**config.mk**
```make
export PLATFORM = sky130hd
export DESIGN_NAME = hexa_motor_mixer_core
export DESIGN_NICKNAME = d
export VERILOG_FILES = /design/src/sv/hexmix_pkg.sv /design/src/sv/hexa_motor_mixer_core.sv /design/src/sv/hexmix_ctrl.sv /design/src/sv/hexmix_dp.sv
export SDC_FILE = /design/constraint.sdc
export NUM_CORES = 2
export LEC_CHECK = 0
export BUFFER_PORTS_ARGS = -buffer_cell sky130_fd_sc_hd__buf_4
export CAP_MARGIN = 5
export CORE_MARGIN = 2
export CORE_UTILIZATION = 64
export CTS_BUF_LIST = sky130_fd_sc_hd__clkbuf_16
export CTS_CLUSTER_SIZE = 25
export DETAILED_ROUTE_END_ITERATION = 6
export GPL_TIMING_DRIVEN = 0
export PLACE_DENSITY = 0.88
export SLEW_MARGIN = 25
export SYNTH_ARGS = -nofsm -noshare
export SYNTH_HDL_FRONTEND = slang
export SYNTH_SLANG_ARGS = --single-unit
```
**constraint.sdc**
```tcl
create_clock -name clk -period 13.8 [get_ports clk]
set_input_delay 4.14 -clock clk [delete_from_list [all_inputs] [get_ports clk]]
set_output_delay 4.14 -clock clk [all_outputs]
set_load 0.01 [all_outputs]
```
**src/sv/hexmix_pkg.sv**
```systemverilog
`default_nettype none
package hexmix_pkg;

  // array sizes
  localparam int NUM_MOTORS = 6;
  localparam int NUM_AXES   = 4;
  localparam int OUT_FIELDS = 6;

  localparam int MOT_W = (NUM_MOTORS > 1) ? $clog2(NUM_MOTORS) : 1;
  localparam int AX_W  = (NUM_AXES > 1) ? $clog2(NUM_AXES) : 1;

  // field widths
  localparam int VAL_W     = 16;
  localparam int CMD_W     = 12;
  localparam int CFG_IDX_W = 4;

  // arithmetic widths: Q2.14 x Q2.14 products, summed, scaled by 1000, floored
  localparam int FRAC_BITS   = 28;
  localparam int SCALE_SHIFT = 10;
  localparam int MUL_W       = 2 * VAL_W;
  localparam int ACC_W       = MUL_W + $clog2(NUM_AXES);
  localparam int SCL_W       = ACC_W + SCALE_SHIFT;
  localparam int RES_W       = SCL_W - FRAC_BITS;
  localparam int CMP_W       = RES_W + 1;

  // constants
  localparam int CMD_OFFSET   = 1000;
  localparam int ARMED_OFFSET = 150;
  localparam int CMD_MAX      = 4095;
  localparam int ESC_MIN_RST  = 1000;
  localparam int ESC_MAX_RST  = 2000;

  // item codes
  localparam logic [1:0] MODE_AXIS = 2'd0;
  localparam logic [1:0] MODE_ARM  = 2'd1;
  localparam logic [1:0] MODE_COEF = 2'd2;

  // register indexes
  localparam logic [CFG_IDX_W-1:0] REG_ESC_MIN = CFG_IDX_W'(0);
  localparam logic [CFG_IDX_W-1:0] REG_ESC_MAX = CFG_IDX_W'(1);

  typedef struct packed {
    logic [1:0]              mode;
    logic [2:0]              axis;
    logic signed [VAL_W-1:0] value;
    logic [2:0]              motor;
    logic                    arm;
  } in_item_t;

  typedef struct packed {
    logic [CMD_W-1:0] motor_cmd_0;
    logic [CMD_W-1:0] motor_cmd_1;
    logic [CMD_W-1:0] motor_cmd_2;
    logic [CMD_W-1:0] motor_cmd_3;
    logic [CMD_W-1:0] motor_cmd_4;
    logic [CMD_W-1:0] motor_cmd_5;
  } out_item_t;

  typedef enum logic [1:0] {
    S_IDLE,
    S_MAC,
    S_DRAIN
  } state_t;

  // controller to datapath
  typedef struct packed {
    logic             load;
    logic             mac_en;
    logic             first;
    logic             last;
    logic [MOT_W-1:0] mot;
    logic [AX_W-1:0]  ax;
    logic             push;
  } ctrl_cmd_t;

  // datapath to controller
  typedef struct packed {
    logic pipe_busy;
    logic out_free;
  } dp_sts_t;

endpackage
`default_nettype wire

```
**src/sv/hexa_motor_mixer_core.sv**
```systemverilog
`default_nettype none
// Hexacopter motor mixer.
// Axis update: the result is valid once every motor's sum has passed the pipeline;
// one shared multiply-accumulate takes one table product per cycle, and no new
// item is taken until that update is pushed. Arm and table writes give no result.
// A finished result waits in the output register while the next item is taken.
// Sync reset (rst_n low): demands, table cleared, disarmed, esc_min 1000, esc_max 2000.
module hexa_motor_mixer_core (
  input  wire logic                         clk,
  input  wire logic                         rst_n,
  input  wire logic                         in_valid,
  output logic                              in_ready,
  input  wire hexmix_pkg::in_item_t         in_item,
  output logic                              out_valid,
  input  wire logic                         out_ready,
  output hexmix_pkg::out_item_t             out_item,
  input  wire logic                         cfg_valid,
  output logic                              cfg_ready,
  input  wire logic [hexmix_pkg::CFG_IDX_W-1:0] cfg_index,
  input  wire logic [hexmix_pkg::CMD_W-1:0]     cfg_data
);
  import hexmix_pkg::*;

  ctrl_cmd_t cmd;
  dp_sts_t   sts;

  // registers always take a write
  assign cfg_ready = 1'b1;

  hexmix_ctrl u_ctrl (
    .clk      (clk),
    .rst_n    (rst_n),
    .in_valid (in_valid),
    .in_mode  (in_item.mode),
    .in_ready (in_ready),
    .sts      (sts),
    .cmd      (cmd)
  );

  hexmix_dp u_dp (
    .clk       (clk),
    .rst_n     (rst_n),
    .in_item   (in_item),
    .cfg_valid (cfg_valid),
    .cfg_index (cfg_index),
    .cfg_data  (cfg_data),
    .cmd       (cmd),
    .sts       (sts),
    .out_valid (out_valid),
    .out_ready (out_ready),
    .out_item  (out_item)
  );

endmodule
`default_nettype wire

```
**src/sv/hexmix_ctrl.sv**
```systemverilog
`default_nettype none
module hexmix_ctrl (
  input  wire logic                  clk,
  input  wire logic                  rst_n,
  input  wire logic                  in_valid,
  input  wire logic [1:0]            in_mode,
  output logic                       in_ready,
  input  wire hexmix_pkg::dp_sts_t   sts,
  output hexmix_pkg::ctrl_cmd_t      cmd
);
  import hexmix_pkg::*;

  localparam logic [MOT_W-1:0] LAST_MOT = MOT_W'(NUM_MOTORS - 1);
  localparam logic [AX_W-1:0]  LAST_AX  = AX_W'(NUM_AXES - 1);

  state_t           state_r, state_nxt;
  logic [MOT_W-1:0] mot_r, mot_nxt;
  logic [AX_W-1:0]  ax_r, ax_nxt;

  // state and step counters
  always_ff @(posedge clk) begin
    if (!rst_n) begin
      state_r <= S_IDLE;
      mot_r   <= '0;
      ax_r    <= '0;
    end else begin
      state_r <= state_nxt;
      mot_r   <= mot_nxt;
      ax_r    <= ax_nxt;
    end
  end

  // next state and commands
  always_comb begin
    state_nxt  = state_r;
    mot_nxt    = mot_r;
    ax_nxt     = ax_r;
    in_ready   = 1'b0;
    cmd.load   = 1'b0;
    cmd.mac_en = 1'b0;
    cmd.first  = (ax_r == '0);
    cmd.last   = (ax_r == LAST_AX);
    cmd.mot    = mot_r;
    cmd.ax     = ax_r;
    cmd.push   = 1'b0;
    case (state_r)
      S_IDLE: begin
        in_ready = 1'b1;
        cmd.load = in_valid;
        mot_nxt  = '0;
        ax_nxt   = '0;
        if (in_valid && in_mode == MODE_AXIS) begin
          state_nxt = S_MAC;
        end
      end
      S_MAC: begin
        // one product per cycle, motor by motor
        cmd.mac_en = 1'b1;
        if (ax_r == LAST_AX) begin
          ax_nxt = '0;
          if (mot_r == LAST_MOT) begin
            mot_nxt   = '0;
            state_nxt = S_DRAIN;
          end else begin
            mot_nxt = mot_r + 1'b1;
          end
        end else begin
          ax_nxt = ax_r + 1'b1;
        end
      end
      S_DRAIN: begin
        // wait for the pipeline to empty and the output slot to free
        if (!sts.pipe_busy && sts.out_free) begin
          cmd.push  = 1'b1;
          state_nxt = S_IDLE;
        end
      end
      default: begin
        state_nxt = S_IDLE;
      end
    endcase
  end

  a_mac_start: assert property (@(posedge clk) disable iff (!rst_n)
    $rose(state_r == S_MAC) |-> (mot_r == '0 && ax_r == '0))
    else $error("mix sequence did not start at first entry");

  a_push_empty: assert property (@(posedge clk) disable iff (!rst_n)
    cmd.push |-> !sts.pipe_busy)
    else $error("result pushed while pipeline busy");

  a_push_idle: assert property (@(posedge clk) disable iff (!rst_n)
    cmd.push |=> (state_r == S_IDLE))
    else $error("controller not idle after push");

endmodule
`default_nettype wire

```
**src/sv/hexmix_dp.sv**
```systemverilog
`default_nettype none
module hexmix_dp (
  input  wire logic                   clk,
  input  wire logic                   rst_n,
  input  wire hexmix_pkg::in_item_t   in_item,
  input  wire logic                   cfg_valid,
  input  wire logic [hexmix_pkg::CFG_IDX_W-1:0] cfg_index,
  input  wire logic [hexmix_pkg::CMD_W-1:0]     cfg_data,
  input  wire hexmix_pkg::ctrl_cmd_t  cmd,
  output hexmix_pkg::dp_sts_t         sts,
  output logic                        out_valid,
  input  wire logic                   out_ready,
  output hexmix_pkg::out_item_t       out_item
);
  import hexmix_pkg::*;

  // configuration and item state
  logic [CMD_W-1:0]        esc_min_r, esc_max_r;
  logic                    armed_r;
  logic signed [VAL_W-1:0] dem_r  [NUM_AXES];
  logic signed [VAL_W-1:0] coef_r [NUM_MOTORS][NUM_AXES];

  // mixing pipeline
  logic signed [MUL_W-1:0] prod_r;
  logic                    s1_vld_r, s1_first_r, s1_last_r;
  logic [MOT_W-1:0]        s1_mot_r;
  logic signed [ACC_W-1:0] acc_r;
  logic                    s2_last_r;
  logic [MOT_W-1:0]        s2_mot_r;
  logic signed [RES_W-1:0] res_r;
  logic                    s3_last_r;
  logic [MOT_W-1:0]        s3_mot_r;
  logic [CMD_W-1:0]        cmd_r [NUM_MOTORS];

  logic                    out_valid_r;
  out_item_t               out_item_r;

  logic                    ax_ok, mot_ok;
  logic signed [SCL_W-1:0] acc_x, scaled;
  logic signed [CMP_W-1:0] v, lo, hi, clamped;
  logic [CMD_W-1:0]        cmd_val;
  logic [CMD_W-1:0]        cmd_full [OUT_FIELDS];

  assign ax_ok  = int'(in_item.axis) < NUM_AXES;
  assign mot_ok = int'(in_item.motor) < NUM_MOTORS;

  // configuration registers
  always_ff @(posedge clk) begin
    if (!rst_n) begin
      esc_min_r <= CMD_W'(ESC_MIN_RST);
      esc_max_r <= CMD_W'(ESC_MAX_RST);
    end else if (cfg_valid) begin
      case (cfg_index)
        REG_ESC_MIN: esc_min_r <= cfg_data;
        REG_ESC_MAX: esc_max_r <= cfg_data;
        default: ;
      endcase
    end
  end

  // item effects: arm flag, table write, demand update (all demands cleared while disarmed)
  always_ff @(posedge clk) begin
    if (!rst_n) begin
      armed_r <= 1'b0;
      for (int a = 0; a < NUM_AXES; a++) begin
        dem_r[a] <= '0;
        for (int m = 0; m < NUM_MOTORS; m++) begin
          coef_r[m][a] <= '0;
        end
      end
    end else if (cmd.load) begin
      case (in_item.mode)
        MODE_ARM: armed_r <= in_item.arm;
        MODE_COEF: begin
          if (ax_ok && mot_ok) begin
            coef_r[in_item.motor[MOT_W-1:0]][in_item.axis[AX_W-1:0]] <= in_item.value;
          end
        end
        MODE_AXIS: begin
          if (armed_r) begin
            if (ax_ok) begin
              dem_r[in_item.axis[AX_W-1:0]] <= in_item.value;
            end
          end else begin
            for (int a = 0; a < NUM_AXES; a++) begin
              dem_r[a] <= '0;
            end
          end
        end
        default: ;
      endcase
    end
  end

  // stage 1: one product
  always_ff @(posedge clk) begin
    if (!rst_n) begin
      s1_vld_r <= 1'b0;
    end else begin
      s1_vld_r <= cmd.mac_en;
    end
    s1_first_r <= cmd.first;
    s1_last_r  <= cmd.last;
    s1_mot_r   <= cmd.mot;
    prod_r     <= coef_r[cmd.mot][cmd.ax] * dem_r[cmd.ax];
  end

  // stage 2: accumulate over the axes of one motor
  always_ff @(posedge clk) begin
    if (!rst_n) begin
      s2_last_r <= 1'b0;
    end else begin
      s2_last_r <= s1_vld_r && s1_last_r;
    end
    s2_mot_r <= s1_mot_r;
    if (s1_vld_r) begin
      if (s1_first_r) begin
        acc_r <= ACC_W'(prod_r);
      end else begin
        acc_r <= acc_r + ACC_W'(prod_r);
      end
    end
  end

  // stage 3: times 1000 as shift-and-subtract, then floor of the Q28 fraction
  assign acc_x  = SCL_W'(acc_r);
  assign scaled = (acc_x <<< SCALE_SHIFT) - (acc_x <<< 4) - (acc_x <<< 3);

  always_ff @(posedge clk) begin
    if (!rst_n) begin
      s3_last_r <= 1'b0;
    end else begin
      s3_last_r <= s2_last_r;
    end
    s3_mot_r <= s2_mot_r;
    res_r    <= scaled[SCL_W-1:FRAC_BITS];
  end

  // stage 4: offset, clamp to the ESC range (minimum raised by ARMED_OFFSET when armed), saturate to the field
  assign v  = CMP_W'(res_r) + CMP_W'(CMD_OFFSET);
  assign hi = signed'(CMP_W'(esc_max_r));
  assign lo = signed'(CMP_W'(esc_min_r)) + (armed_r ? CMP_W'(ARMED_OFFSET) : '0);

  always_comb begin
    if (v > hi) begin
      clamped = hi;
    end else if (v < lo) begin
      clamped = lo;
    end else begin
      clamped = v;
    end
    if (clamped > CMP_W'(CMD_MAX)) begin
      cmd_val = CMD_W'(CMD_MAX);
    end else begin
      cmd_val = clamped[CMD_W-1:0];
    end
  end

  always_ff @(posedge clk) begin
    if (s3_last_r) begin
      cmd_r[s3_mot_r] <= cmd_val;
    end
  end

  // result fields, missing motors read zero
  always_comb begin
    for (int j = 0; j < OUT_FIELDS; j++) begin
      if (j < NUM_MOTORS) begin
        cmd_full[j] = cmd_r[MOT_W'(j)];
      end else begin
        cmd_full[j] = '0;
      end
    end
  end

  // output register
  always_ff @(posedge clk) begin
    if (!rst_n) begin
      out_valid_r <= 1'b0;
    end else if (cmd.push) begin
      out_valid_r <= 1'b1;
    end else if (out_ready) begin
      out_valid_r <= 1'b0;
    end
    if (cmd.push) begin
      out_item_r.motor_cmd_0 <= cmd_full[0];
      out_item_r.motor_cmd_1 <= cmd_full[1];
      out_item_r.motor_cmd_2 <= cmd_full[2];
      out_item_r.motor_cmd_3 <= cmd_full[3];
      out_item_r.motor_cmd_4 <= cmd_full[4];
      out_item_r.motor_cmd_5 <= cmd_full[5];
    end
  end

  assign out_valid     = out_valid_r;
  assign out_item      = out_item_r;
  assign sts.pipe_busy = s1_vld_r || s2_last_r || s3_last_r;
  assign sts.out_free  = !out_valid_r || out_ready;

  a_no_overwrite: assert property (@(posedge clk) disable iff (!rst_n)
    cmd.push |-> (!out_valid_r || out_ready))
    else $error("pending result overwritten");

  a_mot_range: assert property (@(posedge clk) disable iff (!rst_n)
    s3_last_r |-> (int'(s3_mot_r) < NUM_MOTORS))
    else $error("command written for missing motor");

  a_no_load_busy: assert property (@(posedge clk) disable iff (!rst_n)
    cmd.load |-> !(s1_vld_r || s2_last_r || s3_last_r))
    else $error("item taken while mixing");

endmodule
`default_nettype wire
```
==> flow_metrics.py <==
metrics = {
    "route": {
        "firstDrtPassIters": 7,
        "drtIter0Drc": 4384,
        "wl_per_cell_microns": 24.97,
        "viasPerCell": 6.359,
        "finalWirelength_mm": 128.7,
        "drtAntennaViolNets": 0,
        "drc": 1,
        "dr_total_vias": 32774,
    },
    "clocking": {
        "cts_tree": "done",
        "cts_root_buf": "clkbuf_16",
        "clock-sinks": 854,
        "clk_latency_ps": 670,
        "cts-resized-gates": 0,
        "numCtsBuffers": 87,
        "cts_setup_buffers": 0,
        "cts_max_level": 3,
        "cts.reportedPaths.clkPinSlew_ps": 70,
        "cts_hold_buf": 0,
        "cts_buffer_depth": 3,
    },
    "flow_run": {
        "drv_cap": 0,
    },
    "grt": {
        "grt_antenna_before_repair": 1,
        "grt_pass1_vias": 34349,
        "grt_max_degree": 49,
        "gr-total-overflow": 0,
        "grt_use_total": 0.3320,
        "grt_pass1_wl_mm": 194.8,
    },
    "synthesis": {
        "synth-main-ff-cell": "edfxtp_1",
        "synth-compound-area-share": 0.05382,
        "synth_edf_count": 754,
        "synth.largest_area_cell": "edfxtp_1",
        "synthSimpleGateAreaFrac": 0.1251,
        "synth_mux_area_frac": 0.08814,
        "syn_area_sq_um": 48890,
        "synth_top_family_by_area": "adder cells",
        "synth_top_area_frac": 0.4631,
        "ys_types": 84,
        "synth_xor_area_frac": 0.01702,
        "synth.ff_latch_count": 854,
        "yosysSeqAreaShare": 0.5040,
        "async_flop_share": 0,
        "synth_area_per_cell_sq_um": 13.07,
        "synthCells": 3742,
        "synthAdderAreaFrac": 0.1691,
        "ys_warn_count": 0,
        "synth_area_leaders": "edfxtp_1 (46%), fa_1 (12%), mux4_2 (7.6%), and2_1 (5.9%), ha_1 (5.0%)",
    },
    "sta": {
        "fin_ws_ps": 3763,
        "tns_ps": 0,
        "fmax_mhz": 99.63,
        "rsz0062_at_grt": "no",
        "finalCritPeriodShare": 0.7273,
        "finalHoldViolCount": 0,
        "maxSlewViolCount": 0,
        "fin_crit_ps": 10040,
        "maxSlewHeadroom": 0.2296,
        "setup_viol": 0,
        "finClkSkew_ps": 52.28,
        "timing_worst_slew_pin_value_ps": 1156,
        "holdWs_ps": 325.8,
    },
    "setup_path": {
        "start_kind": "flip-flop",
        "end_kind": "flip-flop",
        "critical_path_class": "flip-flop to flip-flop",
        "cp.depth": 27,
        "critical-path-top-delay-family": "adder cells",
        "slowest_delay_ps": 910,
        "cp_common_cell": "fa_1",
        "slowest_stage": "clkbuf_1",
        "worst-path-max-fanout": 10,
        "cp.required_ps": 14350,
        "critPathArrivalTime_ps": 10590,
        "path_buf_inv": 7,
        "rr_worst_depth": 27,
    },
    "worst_hold_path": {
        "holdPathStages": 0,
        "hold_class": "flip-flop to flip-flop",
    },
    "die": {
        "start_util": 0.6448,
        "std_cell_rows": 101,
        "die_h_microns": 280.4,
        "core_sq_um": 75820,
        "die_area_sq_um": 78620,
        "ios": 121,
        "dieWidth_microns": 280.4,
    },
    "place": {
        "place_congestion": 0.9326,
        "pre_cts_slack_ps": 3856,
        "io_buffers": 118,
        "hpwl_mm": 89.30,
    },
    "outcome": {
        "status": "complete, but fails checks",
        "failed_checks": "design-rule violations",
    },
    "power": {
        "power_density_nw_per_um2": 155.2,
        "power_leakage_nw": 22.25,
        "irDropWorstVdd_uv": 179.3,
    },
    "final_layout": {
        "drive_gt1_frac": 0.1363,
        "final_common_cell": "edfxtp_1",
        "finish.net_count": 4635,
        "syn_to_final_growth_pct": 12.25,
        "final_cell_mix": "edfxtp_1 (754), and2_1 (465), inv_1 (395)",
        "n_fill_cell": 4479,
    },
}
where the power goes:
| part | total (mW) | internal, mW | switching, mW | leakage (nW) |
|---|---|---|---|---|
| clock | 2.34 | 1.31 | 1.03 | 1.45 |
| sequential | 3.12 | 3.03 | 0.0966 | 8.23 |
| combinational | 3.05 | 1.25 | 1.80 | 12.6 |
| total | 8.52 | 5.59 | 2.93 | 22.2 |
worst paths after layout:
| path | startpoint | to | slack, ps |
|---|---|---|---|
| worst min-delay path | u_dp.s1_mot_r[1] | u_dp.s2_mot_r[1] | 330 |
| worst max register to register | flip-flop | u_dp.prod_r[30] | 3760 |
| worst max-delay path | flip-flop | u_dp.prod_r[30] | 3760 |
| worst min register to register | u_dp.s1_mot_r[1] | u_dp.s2_mot_r[1] | 330 |
cell usage after synthesis, types with 27 or more instances:
library cell and instances:
a21o_1 57, ha_1 195, xor2_1 39, nand2b_1 76
dfxtp_1 100, fa_1 291, and2_1 465, edfxtp_1 754
mux2i_1 27, a21oi_1 101, clkbuf_1 129, mux4_2 166
nor2b_1 39, nor2_1 212, nand2_1 195, o21ai_0 98
inv_1 375, xnor2_1 56
layer usage:
layer	track usage	vias to the layer above	wire length (microns)
met5	0	-	13
met4	0.1825	2	8033
met3	0.07444	595	15350
met2	0.5479	2520	61560
met1	0.4096	16011	43720
li1	-	13646	-
final cells by class:
class / count / area [sq um] / area share
inverter: 377 / 1415 / 0.02578
multi-input combinational: 2473 / 22820 / 0.4158
buffer: 165 / 676.9 / 0.01233
clock inverter: 73 / 650.6 / 0.01185
sequential: 854 / 24640 / 0.4490
tap: 978 / 1224 / 0.02230
antenna: 2 / 5.005 / 0.00009119
clock buffer: 87 / 2177 / 0.03967
timing repair buffer: 145 / 1269 / 0.02312
through the flow:
stage                     instance area, sq um  std cells  utilization  power, mW
final                                    54880       5154       0.7238      8.519
after global routing                     54880       5152       0.7238      8.970
after floorplan                          49370       3869            -      5.378
after detailed placement                 52030       4991       0.6862      6.156
after global placement                   51480       4965       0.6789      6.008
after CTS                                54850       5151       0.7234      8.487
flip-flops by register name (all words and copies together), names as in the netlist, named ones only:
register         cells
u_dp.coef_r        512
out_item            72
u_dp.cmd_r          72
u_dp.dem_r          64
u_dp.acc_r          34
u_dp.prod_r         32
u_dp.res_r          16
u_dp.esc_max_r      12
u_dp.esc_min_r      12
u_ctrl.mot_r         3
u_dp.s1_mot_r        3
u_dp.s2_mot_r        3
u_dp.s3_mot_r        3
u_ctrl.ax_r          2
u_ctrl.state_r       2
u_dp.armed_r         1
u_dp.out_valid       1
u_dp.s1_first_r      1
u_dp.s1_last_r       1
u_dp.s1_vld_r        1
u_dp.s2_last_r       1
u_dp.s3_last_r       1
cell families after synthesis:
family                     Yosys count
AOI/OAI and AO/OA                  405
xor gates and xnor gates            95
adders and majority gates          486
buffers and inverters              542
DFF                                854
muxes                              217
other                                2
and+or+nand+nor                   1141
(Power assumes the default switching activity.)
